===== src/hdl/lsrd_pkg.sv =====
// shared types and constants of the lr shift-reduce parse engine
package lsrd_pkg;

    localparam int CHAIN_LIMIT = 63;

    typedef enum logic [1:0] {
        F_LOAD_ACTION = 2'd0,
        F_LOAD_PROD   = 2'd1,
        F_START       = 2'd2,
        F_TOKEN       = 2'd3
    } func_t;

    typedef enum logic [2:0] {
        K_ACK    = 3'd0,
        K_SHIFT  = 3'd1,
        K_REDUCE = 3'd2,
        K_ACCEPT = 3'd3,
        K_ERROR  = 3'd4,
        K_IDLE   = 3'd5
    } kind_t;

    typedef enum logic [3:0] {
        S_CLEAR,
        S_IDLE,
        S_SCAN_ACT,
        S_ACT,
        S_PROD,
        S_POP,
        S_GOTO_BEGIN,
        S_SCAN_GOTO,
        S_GOTO_CHK,
        S_EMIT
    } state_t;

    typedef struct packed {
        logic [1:0]        func;
        logic [7:0]        state_index;
        logic [3:0]        entry_slot;
        logic              entry_valid;
        logic [6:0]        symbol;
        logic signed [8:0] action_value;
        logic [5:0]        production_index;
        logic [3:0]        body_length;
        logic              empty_body;
    } item_t;

    typedef struct packed {
        logic  clear_step;
        logic  ld_action;
        logic  ld_prod;
        logic  start;
        logic  tok_latch;
        logic  scan_begin;
        logic  scan_goto;
        logic  scan_step;
        logic  prod_read;
        logic  prod_latch;
        logic  stack_read;
        logic  do_shift;
        logic  do_reduce;
        logic  end_parse;
        logic  emit;
        kind_t kind;
        logic  last;
    } cmd_t;

    typedef struct packed {
        logic clear_done;
        logic active;
        logic sp_zero;
        logic scan_hit;
        logic scan_miss;
        logic act_zero;
        logic act_neg;
        logic shift_bad;
        logic reduce_bad;
        logic pop_bad;
        logic goto_bad;
        logic out_free;
    } sts_t;

endpackage


===== src/hdl/lsrd_ctrl.sv =====
// parse engine sequencer
module lsrd_ctrl import lsrd_pkg::*; (
    input  logic       clk,
    input  logic       rst_n,
    input  logic       in_valid,
    input  logic [1:0] func,
    input  sts_t       sts,
    output logic       in_ready,
    output cmd_t       cmd
);
    state_t state_reg, state_next;
    kind_t  kind_reg, kind_next;
    logic   last_reg, last_next;

    always_ff @(posedge clk or negedge rst_n)
    begin
        if (!rst_n)
        begin
            state_reg <= S_CLEAR;
            kind_reg  <= K_ACK;
            last_reg  <= 1'b1;
        end
        else
        begin
            state_reg <= state_next;
            kind_reg  <= kind_next;
            last_reg  <= last_next;
        end
    end

    always_comb
    begin
        state_next = state_reg;
        kind_next  = kind_reg;
        last_next  = last_reg;
        in_ready   = 1'b0;
        cmd        = '0;
        cmd.kind   = kind_reg;
        cmd.last   = last_reg;
        case (state_reg)
            S_CLEAR:
            begin
                cmd.clear_step = 1'b1;
                if (sts.clear_done)
                begin
                    state_next = S_IDLE;
                end
            end
            S_IDLE:
            begin
                in_ready = 1'b1;
                if (in_valid)
                begin
                    last_next  = 1'b1;
                    kind_next  = K_ACK;
                    state_next = S_EMIT;
                    case (func)
                        F_LOAD_ACTION: cmd.ld_action = 1'b1;
                        F_LOAD_PROD:   cmd.ld_prod = 1'b1;
                        F_START:       cmd.start = 1'b1;
                        F_TOKEN:
                        begin
                            if (!sts.active)
                            begin
                                kind_next = K_IDLE;
                            end
                            else if (sts.sp_zero)
                            begin
                                cmd.end_parse = 1'b1;
                                kind_next     = K_ERROR;
                            end
                            else
                            begin
                                cmd.tok_latch  = 1'b1;
                                cmd.scan_begin = 1'b1;
                                state_next     = S_SCAN_ACT;
                            end
                        end
                        default: kind_next = K_ACK;
                    endcase
                end
            end
            S_SCAN_ACT, S_SCAN_GOTO:
            begin
                cmd.scan_step = 1'b1;
                if (sts.scan_hit)
                begin
                    state_next = (state_reg == S_SCAN_ACT) ? S_ACT : S_GOTO_CHK;
                end
                else if (sts.scan_miss)
                begin
                    cmd.end_parse = 1'b1;
                    kind_next     = K_ERROR;
                    last_next     = 1'b1;
                    state_next    = S_EMIT;
                end
            end
            S_ACT:
            begin
                last_next  = 1'b1;
                state_next = S_EMIT;
                if (sts.act_zero)
                begin
                    cmd.end_parse = 1'b1;
                    kind_next     = K_ACCEPT;
                end
                else if (!sts.act_neg)
                begin
                    if (sts.shift_bad)
                    begin
                        cmd.end_parse = 1'b1;
                        kind_next     = K_ERROR;
                    end
                    else
                    begin
                        cmd.do_shift = 1'b1;
                        kind_next    = K_SHIFT;
                    end
                end
                else if (sts.reduce_bad)
                begin
                    cmd.end_parse = 1'b1;
                    kind_next     = K_ERROR;
                end
                else
                begin
                    cmd.prod_read = 1'b1;
                    state_next    = S_PROD;
                end
            end
            S_PROD:
            begin
                cmd.prod_latch = 1'b1;
                state_next     = S_POP;
            end
            S_POP:
            begin
                if (sts.pop_bad)
                begin
                    cmd.end_parse = 1'b1;
                    kind_next     = K_ERROR;
                    last_next     = 1'b1;
                    state_next    = S_EMIT;
                end
                else
                begin
                    cmd.stack_read = 1'b1;
                    state_next     = S_GOTO_BEGIN;
                end
            end
            S_GOTO_BEGIN:
            begin
                cmd.scan_begin = 1'b1;
                cmd.scan_goto  = 1'b1;
                state_next     = S_SCAN_GOTO;
            end
            S_GOTO_CHK:
            begin
                state_next = S_EMIT;
                if (sts.goto_bad)
                begin
                    cmd.end_parse = 1'b1;
                    kind_next     = K_ERROR;
                    last_next     = 1'b1;
                end
                else
                begin
                    cmd.do_reduce = 1'b1;
                    kind_next     = K_REDUCE;
                    last_next     = 1'b0;
                end
            end
            S_EMIT:
            begin
                if (sts.out_free)
                begin
                    cmd.emit = 1'b1;
                    if (last_reg)
                    begin
                        state_next = S_IDLE;
                    end
                    else
                    begin
                        cmd.scan_begin = 1'b1;
                        state_next     = S_SCAN_ACT;
                    end
                end
            end
            default: state_next = S_IDLE;
        endcase
    end
endmodule


===== config.mk =====
export PLATFORM = sky130hd
export DESIGN_NAME = lsrd_ctrl
export DESIGN_NICKNAME = d
export VERILOG_FILES = /design/src/hdl/lsrd_pkg.sv /design/src/hdl/lsrd_ctrl.sv
export SDC_FILE = /design/constraint.sdc
export NUM_CORES = 1
export LEC_CHECK = 0
export ABC_CLOCK_PERIOD_IN_PS = 1800
export BUFFER_PORTS_ARGS = -buffer_cell sky130_fd_sc_hd__buf_4
export CORE_MARGIN = 2
export CORE_UTILIZATION = 34
export CTS_CLUSTER_SIZE = 12
export DETAILED_ROUTE_END_ITERATION = 10
export GPL_TIMING_DRIVEN = 0
export RECOVER_POWER = 50
export SLEW_MARGIN = 40
export SYNTH_ARGS = -nofsm -noshare
export SYNTH_HDL_FRONTEND = slang
export SYNTH_SLANG_ARGS = --single-unit
export TNS_END_PERCENT = 10

===== constraint.sdc =====
create_clock -name clk -period 1.8 [get_ports clk]
set_clock_uncertainty 0.1 [all_clocks]
set_input_delay 0.18 -clock clk [delete_from_list [all_inputs] [get_ports clk]]
set_output_delay 0.18 -clock clk [all_outputs]
set_load 0.05 [all_outputs]

* After elaboration in Yosys (flattened, before gate mapping)
Index checks and enable logic that the tools add are counted.
Word-level totals: memory bits (writable) 0, logic and storage cells 106, memories kept 0, bits in registers 8, output and inout bits 20, latch bits 0, bits in read-only memories 0, input port bits 17
Cells by class: $add $sub $neg 0, divide/modulo/power cells 0, shifts and indexed selects 0, bitwise operators 0, magnitude comparators 0, $mul 0, muxes and demuxes 76, reductions and logical operators 7, eq/ne operators 20
Operators with widths (number):
- $mux W4 | 14
- $mux W1 | 40
- $mux W3 | 12
- $pmux W4 S9 | 1
- $eq A4 B3 Y1 const B | 4
- $pmux W3 S5 | 1
- $ne A2 B2 Y1 const B | 6
- $pmux W1 S5 | 2
- $eq A4 B2 Y1 const B | 2
- $eq A4 B4 Y1 const B | 2
- $mux W2 | 4
- $reduce_and A6 Y1 | 1
- $mux W5 | 1
- $reduce_and A5 Y1 | 1
- $reduce_bool A5 Y1 | 1
- $eq A2 B2 Y1 const B | 2
- $eq A4 B1 Y1 const B | 1
- $logic_not A4 Y1 | 1
- $ne A4 B4 Y1 const B | 1
- $reduce_and A4 Y1 | 1
- $ne A3 B3 Y1 const B | 1
- $pmux W1 S3 | 1
- $eq A2 B1 Y1 const B | 1
- $logic_not A2 Y1 | 1
- $reduce_or A2 Y1 | 1

* Longest topological paths before layout
word-level depth 5, mapped depth 7, mapped depth without buffers 5

* Worst setup path after synthesis
OpenSTA, ideal clock, no wires.
kind flip-flop to output port, start point register state_reg[1], end point output port cmd[16] in the netlist's numbering, path buffers 1, cell stages (with the launch flop) 6, arrival time 3.356 ns, data required time 1.520 ns, slack -1.836 ns, cell sequence dfrtp_1 buf_2 nand2b_4 nor3_1 nand2_1 nor3b_1
RTL lines:
- start: declaration | RTL line lsrd_ctrl.sv:11 | state_t state_reg, state_next;
- start signal: assignment | RTL line lsrd_ctrl.sv:25 | state_reg <= state_next;
- end: declaration | RTL line lsrd_ctrl.sv:9 | output cmd_t cmd

==> metrics.txt <==
global routing usage on met2 0.360; pin count of the biggest net entering global routing 11; GR Overflow Total 0; mean routed wirelength per cell 16.3 um; Int Power 1.04 mW; Non-Filler Cell Area, Final 0.00160 mm^2; layout net count 193; vias in the first global route 1135; max incr delay on CP 430 ps; Synth Flop Type dfrtp_1; #FFs+latches synth 8; Die W 56.0 um; asr flop ratio synth 1.00; Setup Crit Path Kind flip-flop to output port; Worst Path Required 1520 ps; DIE AREA 0.00314 mm^2; ANT nets after route 0; register area share after synthesis 0.219; CORE AREA 0.00252 mm^2; pre-CTS worst setup slack -215 ps; crit path DAT 1730 ps; sw frac 0.515; worst ir drop on vdd 929 uV; Least-Margin Pin Slew 413 ps; Avg Inst Size Synth 7.61 um^2; Sequential Power Share 0.141; outcome finished, violations left; Leakage 0.702 nW; Post-synth EDFFs 0; met3 Use GR 0.0209; Top delay family on crit path flip-flops; Vias 1173; clock-pin slew on the worst setup and hold paths 50 ps; Syn-to-layout area delta 73.9%; # H-tree levels 1; gpl congestion 0.912; Synth cell types 48; cts bufs inserted 3; Clock Latency Late Sink 240 ps; DP Area 0.00130 mm^2; max-cap violations 0; slowest CP cell dfrtp_2; layout cell share with drive strength beyond 1 0.526; # fillers 224; Post-Syn Instances 121; vias per inst 5.72; Final TNS setup -957 ps; Worst Path Buf+Inv 2; DRT Pass-1 Iters 5; CP Cell Sequence buf_12 > xor2_1 > nor2_4 > a31oi_1 > o211ai_1 > buf_4; RSZ-0062 raised after global routing yes; DR DRC count 0; WL final 3.34 mm; NetSw 1.10 mW; part of the power in combinational logic 0.794; Mapped Nets 138; chip height 56.0 um; Final setup viols 10; CTS Buffer Depth 2; Root Driver clkbuf_4; pwr dens 1340 mW/mm^2; Hold Crit Class primary input to flip-flop; Ys Warns 0; met1 GRT Util 0.287; Critical Path Sink Type output port; multi-input logic area 792 um^2; post-layout min period 2010 ps; CP max FO 4; I/O Buffers 36; dpl hpwl 2.37 mm; initial antenna violation count 0; CTS tree done; most frequent cells in the layout buf_4 (36), buf_6 (16), nor2_1 (11), inv_1 (7); final hold vios 0; max_slew headroom 0.725; Util after Layout 0.635; violated checks negative setup slack; # rows 18; first-pass GRT wire length 5.47 mm; Max Slew Vio Count 0; power share of the clock group 0.064; register area 203 um^2; Starting Density 0.365; period utilization 1.12; Iter 0 DRT Violations 42; f_max 498 MHz; crit start category flip-flop; GRT Util Overall 0.216; Syn Std Cell Area 921 um^2; n_diodes 0; most common cell after layout, fill and taps aside buf_4; max reg flops 4; Final WS setup -210 ps; busiest grt layer met2; clk sinks 8; I/O pin cnt 37
==> cells by family (layout without fill, tap and decap cells) <==
group / Yosys count / in the layout / synth area share
AOI/OAI and AO/OA: 34 / 34 / 0.284
xor gates and xnor gates: 1 / 1 / 0.00951
buffers and inverters: 15 / 69 / 0.0897
DFF: 8 / 8 / 0.219
muxes: 4 / 4 / 0.0462
and+or+nand+nor: 59 / 59 / 0.352
==> per-stage QoR <==
step	std cells	power (mW)	hold WS, ps
2_1_floorplan	121	1.28	-216
3_3_place_gp	187	1.64	-102
3_5_place_dp	187	1.63	-100
4_1_cts	203	2.03	95.1
5_1_grt	205	2.27	104
6_report	205	2.14	104
==> worst paths after layout <==
| kind | depth (start not counted) | startpoint | slack, ps | end |
|---|---|---|---|---|
| max | 6 | state_reg[0]$_DFFE_PN0P_ | -210 | cmd[5] |
| min | 2 | sts[0] | 100 | state_reg[3]$_DFFE_PN0P_ |
| max reg2reg | 6 | state_reg[0]$_DFFE_PN0P_ | -180 | kind_reg[0]$_DFFE_PN0P_ |
| min reg2reg | 2 | kind_reg[2]$_DFFE_PN0P_ | 400 | kind_reg[2]$_DFFE_PN0P_ |
| max in group asynchronous | 2 | rst_n | 1000 | last_reg$_DFFE_PN1P_ |
| min in group asynchronous | 2 | rst_n | 270 | state_reg[1]$_DFFE_PN0P_ |
==> synthesized netlist by cell type (4+ instances only) <==
library cell	count	area [um^2]
nand2_1	6	22.5
nand3_1	5	25.0
dfrtp_1	7	175
inv_1	7	26.3
nor3b_1	4	30.0
nor3_1	6	30.0
o21ai_0	7	35.0
nor2_1	16	60.1
a21oi_1	8	40.0
==> per-layer routing <==
metal  part of all wire  wire [um]
met3              0.054        182
met5                  0          0
met1               0.42       1410
met4              0.022         72
met2               0.50       1680
==> power groups by stage <==
stage | Combinational, mW | Sequential (mW) | Clock (mW)
2_1_floorplan | 0.896 | 0.386 | 0
3_3_place_gp | 1.33 | 0.302 | 0
3_5_place_dp | 1.32 | 0.305 | 0
4_1_cts | 1.59 | 0.302 | 0.146
5_1_grt | 1.80 | 0.312 | 0.159
6_report | 1.70 | 0.302 | 0.138
==> cell type report <==
| cell class | instances | share of cell area |
|---|---|---|
| Inverter | 7 | 0.0164 |
| Clock buffer | 4 | 0.0164 |
| Timing Repair Buffer | 50 | 0.277 |
| Tap cell | 30 | 0.0234 |
| Multi-Input combinational cell | 98 | 0.495 |
| Sequential cell | 8 | 0.127 |
| Buffer | 8 | 0.0453 |
==> timing repair <==
item                       CTS  global route
hold endpoints to repair     8             0
pin swaps                    4             3
buffers inserted            11             2
gates resized for setup     26            15
setup endpoints to repair   16            21
hold buffers                 1             0
No activity file was read; power rests on OpenSTA's default activity.
